**src/hdl/lgrm_pkg.sv**
```systemverilog
// shared types, codes and constants of the local grid rotate max merge block
package lgrm_pkg;

	localparam int MAP_SIZE  = 512;
	localparam int MAP_W     = $clog2(MAP_SIZE);
	localparam int ADDR_W    = 2 * MAP_W;
	localparam int LOCAL_DIM = 256;
	localparam int CELL_W    = 9;

	// shared multiplier and accumulator widths
	localparam int MUL_A_W = 33;
	localparam int MUL_B_W = 18;
	localparam int PROD_W  = MUL_A_W + MUL_B_W;
	localparam int ACC_W   = 49;
	localparam int SUM_W   = PROD_W + 17;
	localparam int COORD_W = SUM_W - 32;

	localparam logic FUNC_MERGE = 1'b0;
	localparam logic FUNC_READ  = 1'b1;

	typedef enum logic [2:0] {
		ST_RAISED    = 3'd0,
		ST_UNCHANGED = 3'd1,
		ST_UNKNOWN   = 3'd2,
		ST_OUTSIDE   = 3'd3,
		ST_READ      = 3'd4
	} status_t;

	typedef enum logic [2:0] {
		REG_POSE_X     = 3'd0,
		REG_POSE_Y     = 3'd1,
		REG_COS_YAW    = 3'd2,
		REG_SIN_YAW    = 3'd3,
		REG_LOCAL_RES  = 3'd4,
		REG_LOCAL_COLS = 3'd5,
		REG_LOCAL_ROWS = 3'd6,
		REG_CELLS_PM   = 3'd7
	} reg_idx_t;

	typedef struct packed {
		logic              func;
		logic [8:0]        cell_col;
		logic [8:0]        cell_row;
		logic signed [7:0] occupancy;
	} in_item_t;

	typedef struct packed {
		status_t    status;
		logic [8:0] target_col;
		logic [8:0] target_row;
		logic [6:0] stored_value;
	} out_item_t;

	typedef struct packed {
		logic signed [31:0] pose_x;
		logic signed [31:0] pose_y;
		logic signed [15:0] cos_yaw;
		logic signed [15:0] sin_yaw;
		logic [20:0]        local_resolution;
		logic [8:0]         local_cols;
		logic [8:0]         local_rows;
		logic [26:0]        global_cells_per_meter;
	} cfg_t;

	typedef struct packed {
		logic       go;
		logic [8:0] col;
		logic [8:0] row;
	} xf_req_t;

	typedef struct packed {
		logic             done;
		logic             on_map;
		logic [MAP_W-1:0] col;
		logic [MAP_W-1:0] row;
	} xf_rsp_t;

	typedef enum logic [2:0] {
		T_CLEAR,
		T_IDLE,
		T_XFORM,
		T_READ,
		T_WRITE
	} top_state_t;

	typedef enum logic [3:0] {
		X_IDLE,
		X_LX,
		X_LY,
		X_WX0,
		X_WX1,
		X_WY0,
		X_WY1,
		X_GX0,
		X_GX1,
		X_GY0,
		X_GY1,
		X_DONE
	} xf_state_t;

endpackage

```
**src/hdl/lgrm_xform.sv**
```systemverilog
// local cell to global cell transform on one shared multiplier under a sequencer
module lgrm_xform (
	input  logic             clk,
	input  logic             arst_n,
	input  lgrm_pkg::cfg_t   cfg,
	input  lgrm_pkg::xf_req_t req,
	output lgrm_pkg::xf_rsp_t rsp
);

	lgrm_pkg::xf_state_t state_q, state_d;

	logic [8:0] col_q, row_q;
	logic signed [10:0] hx, hy;
	logic signed [lgrm_pkg::MUL_A_W-1:0] mul_a;
	logic signed [lgrm_pkg::MUL_B_W-1:0] mul_b;
	logic signed [lgrm_pkg::PROD_W-1:0]  prod_d, prod_q, gacc_q;
	logic signed [31:0] lx_q, ly_q;
	logic signed [lgrm_pkg::ACC_W-1:0] accx_q, accy_q, posex, posey;
	logic [lgrm_pkg::SUM_W-1:0] sum;
	logic [lgrm_pkg::COORD_W-1:0] coord;
	logic coord_in;
	logic [lgrm_pkg::MAP_W-1:0] tcol_q, trow_q;
	logic in_x_q, in_y_q, done_q;

	// half-cell offsets from the local grid centre
	assign hx = $signed({1'b0, col_q, 1'b1}) - $signed({2'b00, cfg.local_cols});
	assign hy = $signed({1'b0, row_q, 1'b1}) - $signed({2'b00, cfg.local_rows});

	assign posex = {{2{cfg.pose_x[31]}}, cfg.pose_x, 15'b0};
	assign posey = {{2{cfg.pose_y[31]}}, cfg.pose_y, 15'b0};

	assign prod_d = mul_a * mul_b;

	// low and high halves of the Q16.16 coordinate times cells per metre
	assign sum   = {{17{gacc_q[lgrm_pkg::PROD_W-1]}}, gacc_q} + {prod_q, 17'b0};
	assign coord = sum[lgrm_pkg::SUM_W-1:32] + lgrm_pkg::COORD_W'(lgrm_pkg::MAP_SIZE / 2);
	assign coord_in = (coord[lgrm_pkg::COORD_W-1:lgrm_pkg::MAP_W] == '0);

	always_comb begin
		state_d = state_q;
		mul_a   = '0;
		mul_b   = '0;
		unique case (state_q)
			lgrm_pkg::X_IDLE: begin
				if (req.go) state_d = lgrm_pkg::X_LX;
			end
			lgrm_pkg::X_LX: begin
				mul_a   = {12'b0, cfg.local_resolution};
				mul_b   = {{7{hx[10]}}, hx};
				state_d = lgrm_pkg::X_LY;
			end
			lgrm_pkg::X_LY: begin
				mul_a   = {12'b0, cfg.local_resolution};
				mul_b   = {{7{hy[10]}}, hy};
				state_d = lgrm_pkg::X_WX0;
			end
			lgrm_pkg::X_WX0: begin
				mul_a   = {lx_q[31], lx_q};
				mul_b   = {{2{cfg.cos_yaw[15]}}, cfg.cos_yaw};
				state_d = lgrm_pkg::X_WX1;
			end
			lgrm_pkg::X_WX1: begin
				mul_a   = {ly_q[31], ly_q};
				mul_b   = {{2{cfg.sin_yaw[15]}}, cfg.sin_yaw};
				state_d = lgrm_pkg::X_WY0;
			end
			lgrm_pkg::X_WY0: begin
				mul_a   = {lx_q[31], lx_q};
				mul_b   = {{2{cfg.sin_yaw[15]}}, cfg.sin_yaw};
				state_d = lgrm_pkg::X_WY1;
			end
			lgrm_pkg::X_WY1: begin
				mul_a   = {ly_q[31], ly_q};
				mul_b   = {{2{cfg.cos_yaw[15]}}, cfg.cos_yaw};
				state_d = lgrm_pkg::X_GX0;
			end
			lgrm_pkg::X_GX0: begin
				mul_a   = {6'b0, cfg.global_cells_per_meter};
				mul_b   = {1'b0, accx_q[31:15]};
				state_d = lgrm_pkg::X_GX1;
			end
			lgrm_pkg::X_GX1: begin
				mul_a   = {6'b0, cfg.global_cells_per_meter};
				mul_b   = {accx_q[lgrm_pkg::ACC_W-1], accx_q[lgrm_pkg::ACC_W-1:32]};
				state_d = lgrm_pkg::X_GY0;
			end
			lgrm_pkg::X_GY0: begin
				mul_a   = {6'b0, cfg.global_cells_per_meter};
				mul_b   = {1'b0, accy_q[31:15]};
				state_d = lgrm_pkg::X_GY1;
			end
			lgrm_pkg::X_GY1: begin
				mul_a   = {6'b0, cfg.global_cells_per_meter};
				mul_b   = {accy_q[lgrm_pkg::ACC_W-1], accy_q[lgrm_pkg::ACC_W-1:32]};
				state_d = lgrm_pkg::X_DONE;
			end
			lgrm_pkg::X_DONE: begin
				state_d = lgrm_pkg::X_IDLE;
			end
			default: state_d = lgrm_pkg::X_IDLE;
		endcase
	end

	always_ff @(posedge clk or negedge arst_n) begin
		if (!arst_n) begin
			state_q <= lgrm_pkg::X_IDLE;
			done_q  <= 1'b0;
		end else begin
			state_q <= state_d;
			done_q  <= (state_q == lgrm_pkg::X_DONE);
		end
	end

	// product of the previous step is consumed while the next one is formed
	always_ff @(posedge clk) begin
		prod_q <= prod_d;
		case (state_q)
			lgrm_pkg::X_IDLE: begin
				if (req.go) begin
					col_q <= req.col;
					row_q <= req.row;
				end
			end
			lgrm_pkg::X_LY:  lx_q   <= prod_q[31:0];
			lgrm_pkg::X_WX0: ly_q   <= prod_q[31:0];
			lgrm_pkg::X_WX1: accx_q <= posex + prod_q[lgrm_pkg::ACC_W-1:0];
			lgrm_pkg::X_WY0: accx_q <= accx_q - prod_q[lgrm_pkg::ACC_W-1:0];
			lgrm_pkg::X_WY1: accy_q <= posey + prod_q[lgrm_pkg::ACC_W-1:0];
			lgrm_pkg::X_GX0: accy_q <= accy_q + prod_q[lgrm_pkg::ACC_W-1:0];
			lgrm_pkg::X_GX1: gacc_q <= prod_q;
			lgrm_pkg::X_GY0: begin
				tcol_q <= coord[lgrm_pkg::MAP_W-1:0];
				in_x_q <= coord_in;
			end
			lgrm_pkg::X_GY1: gacc_q <= prod_q;
			lgrm_pkg::X_DONE: begin
				trow_q <= coord[lgrm_pkg::MAP_W-1:0];
				in_y_q <= coord_in;
			end
			default: ;
		endcase
	end

	assign rsp.done   = done_q;
	assign rsp.on_map = in_x_q & in_y_q;
	assign rsp.col    = tcol_q;
	assign rsp.row    = trow_q;

endmodule
```
**config.mk**
```make
export PLATFORM = sky130hd
export DESIGN_NAME = lgrm_xform
export DESIGN_NICKNAME = d
export VERILOG_FILES = /design/src/hdl/lgrm_pkg.sv /design/src/hdl/lgrm_xform.sv
export SDC_FILE = /design/constraint.sdc
export NUM_CORES = 2
export LEC_CHECK = 0
export BUFFER_PORTS_ARGS = -buffer_cell sky130_fd_sc_hd__buf_2
export CAP_MARGIN = 20
export CORE_ASPECT_RATIO = 1.75
export CORE_UTILIZATION = 68
export CTS_CLUSTER_DIAMETER = 150
export CTS_CLUSTER_SIZE = 24
export DETAILED_ROUTE_END_ITERATION = 12
export GPL_ROUTABILITY_DRIVEN = 0
export PLACE_DENSITY_LB_ADDON = 0.05
export SLEW_MARGIN = 40
export SYNTH_ARGS = -nofsm -noshare
export SYNTH_HDL_FRONTEND = slang
export SYNTH_SLANG_ARGS = --single-unit
export TNS_END_PERCENT = 100
```
**constraint.sdc**
```tcl
create_clock -name clk -period 32.7 [get_ports clk]
set_clock_uncertainty 0.2 [all_clocks]
set_input_delay 1.635 -clock clk [delete_from_list [all_inputs] [get_ports clk]]
set_output_delay 1.635 -clock clk [all_outputs]
set_load 0.05 [all_outputs]
```
==> results.yml <==
timing:
  rsz0062_at_grt: "no"
  clock.fmax_mhz: 84.44
  setup_viol: 0
  fin_hold_ws_ns: 0.3193
  slew_headroom: 0.3415
  fin_crit_ns: 11.84
  worst_slew_pin_slew_ns: 0.9775
  hold_viol: 0
  fin_crit_sh: 0.3622
  slew_violations: 0
  totalNegativeSetupSlack_ns: 0
status:
  status: "finished clean"
synthesis:
  synth_ff_type: "edfxtp_1"
  synthTopCellsByArea: "fa_1 (27%), edfxtp_1 (17%), ha_1 (10%)"
  synth_compound_area_frac: 0.1492
  synth_top_area_frac: 0.2706
  synth_top_cell_by_area: "fa_1"
  synthSimpleGateAreaFrac: 0.1422
  synth_area_mm2: 0.04173
  synth_xor_area_frac: 0.04869
  synthArstFlopShare: 0.01724
  synth_fa_ha_area_frac: 0.3755
  muxShareOfSynthArea: 0.002519
  yosys_warnings: 0
  synth_nets: 5755
  synth-seq-cells: 290
  syn_inst: 4658
  synth_top_family_by_area: "adder cells"
  synth_area_per_cell_um2: 8.959
  synth_edf_count: 234
  yosysSeqAreaShare: 0.1959
  synthDistinctLibCells: 98
global_route:
  grt_pass1_vias: 36990
  grt_pass1_wl_um: 210100
  track_usage: 0.4571
  grt_max_degree: 58
  antenna_found_initial: 15
  overflow: 0
layout:
  fillers: 4774
  nNetsFinal: 5898
  final_cells: 5601
  drive_gt1_frac: 0.07857
  area_growth_pct: 6.276
  design_area_mm2: 0.04435
worst_hold_path:
  min_path_cells: 0
  hold_class: "reg -> reg"
floorplanning:
  ios: 203
  initial_core_util: 0.6903
  die_area_mm2: 0.06240
  core_mm2: 0.06045
  rows: 119
  die_w_um: 189.3
  die_y_um: 329.7
route:
  drt_iter0_markers: 3669
  viasPerCell: 6.434
  dr.pass1.iters: 10
  wl_per_cell_um: 24.84
  postRouteAntennaNets: 0
  vias: 36040
  drc: 0
  routed_wl_um: 139100
clock_network:
  holdBufCountCts: 0
  cts_tree: "done"
  cts-root-buf: "clkbuf_16"
  numCtsBuffers: 16
  cts_resized: 0
  numClockSinks: 290
  cts_setup_buffers: 0
  clockBufferDepth: 3
  cts_max_level: 1
  path_clk_slew_ns: 0.09
  clkLatencyLatePin_ns: 0.57
worst_setup_path:
  critPathSlowestCell: "a31oi_1"
  slowest_delay_ns: 0.64
  arrival_ns: 12.12
  rr_worst_depth: 32
  cp_max_fo: 33
  worstPathRequired_ns: 32.97
  worst_setup_path_start_kind: "input pin"
  setup.worst_path.class: "in -> reg"
  worst_setup_path_end_kind: "flip-flop"
placed_design:
  dpl-instance-area_mm2: 0.04380
  port_buffers: 202
  dp_cells: 5566
  dp.final_hpwl_um: 109400
flow_run:
  cap_violations: 0
## worst max-delay path, delay by kind of cell
| kind | cells | cell delay, ns |
|---|---|---|
| compound gates | 20 | 5.41 |
| xor+xnor | 1 | 0.13 |
| fa+ha+maj | 8 | 3.49 |
| buf+inv | 6 | 0.59 |
| simple gates | 5 | 0.82 |
## registers in the layout (all words and copies together) (netlist names)
signal	cells
gacc_q	34
accy_q	49
tcol_q	9
col_q	9
lx_q	32
in_x_q	1
prod_q	51
done_q	1
state_q	4
in_y_q	1
row_q	9
trow_q	9
ly_q	32
accx_q	49
## worst paths after layout
path                                  from          to  slack [ns]
worst max-delay path               cfg[29]  prod_q[49]       20.86
worst min-delay path            prod_q[49]  gacc_q[49]        0.32
worst max register to register  state_q[3]  prod_q[49]       21.50
worst min register to register  prod_q[49]  gacc_q[49]        0.32
max in group asynchronous           arst_n      done_q       31.36
min in group asynchronous           arst_n  state_q[3]        0.72
## metal layers
layer / routed length (µm) / global-route usage / vias up
li1: - / - / 15650
met1: 42280 / 0.4735 / 17270
met2: 65280 / 0.7523 / 2258
met3: 14700 / 0.1094 / 849
met4: 16790 / 0.4455 / 16
met5: 92 / 0.008462 / -
## synthesized netlist by cell type, types with 46 or more instances
master	number
and2_1	71
a21o_1	147
nand2b_1	46
nand2_1	625
o21ai_0	163
ha_1	350
dfxtp_1	51
nand3_1	66
xnor2_1	147
edfxtp_1	234
xor2_1	85
a21oi_1	287
inv_1	798
clkbuf_1	144
nor2_1	299
fa_1	564
## kinds of logic after synthesis
logic type,Yosys count
mux,10
fa+ha+maj,914
compound gates,946
simple gates,1314
buf+inv,952
flops,290
xor+xnor,232
## layout make-up
cell class | count | area (µm²) | share of cell area
multi-input cells | 3416 | 30130 | 0.6794
flip-flops and latches | 290 | 8173 | 0.1843
inverters | 799 | 2999 | 0.06763
repair buffers | 278 | 1567 | 0.03532
well taps | 786 | 983.4 | 0.02218
clock buffers | 26 | 437.9 | 0.009875
clock inverters | 2 | 46.29 | 0.001044
diodes | 4 | 10.01 | 0.0002257
## metrics by stage
stage	setup slack [ns]	utilization
final	20.86	0.7336
after global routing	20.34	0.7335
after CTS	21.13	0.7326
after detailed placement	20.63	0.7246
after global placement	20.90	0.7241
after floorplan	21.85	-
## placed cells by master, fill, tap and decap left out, drive strengths merged, types with 32 or more instances in the layout
master    n
a21oi   288
fa      564
buf     275
inv     798
a21o    148
edfxtp  234
o21ai   167
dfxtp    51
ha      350
and2     73
nor3     42
xnor2   147
nor2b    32
a222oi   33
nand2b   46
o21a     34
nand2   625
nor2    299
xor2     85
a211oi   34
nand3    66
Power is not shown: default switching activity piles up to over one toggle a cycle in this logic, so the estimate is an artifact.
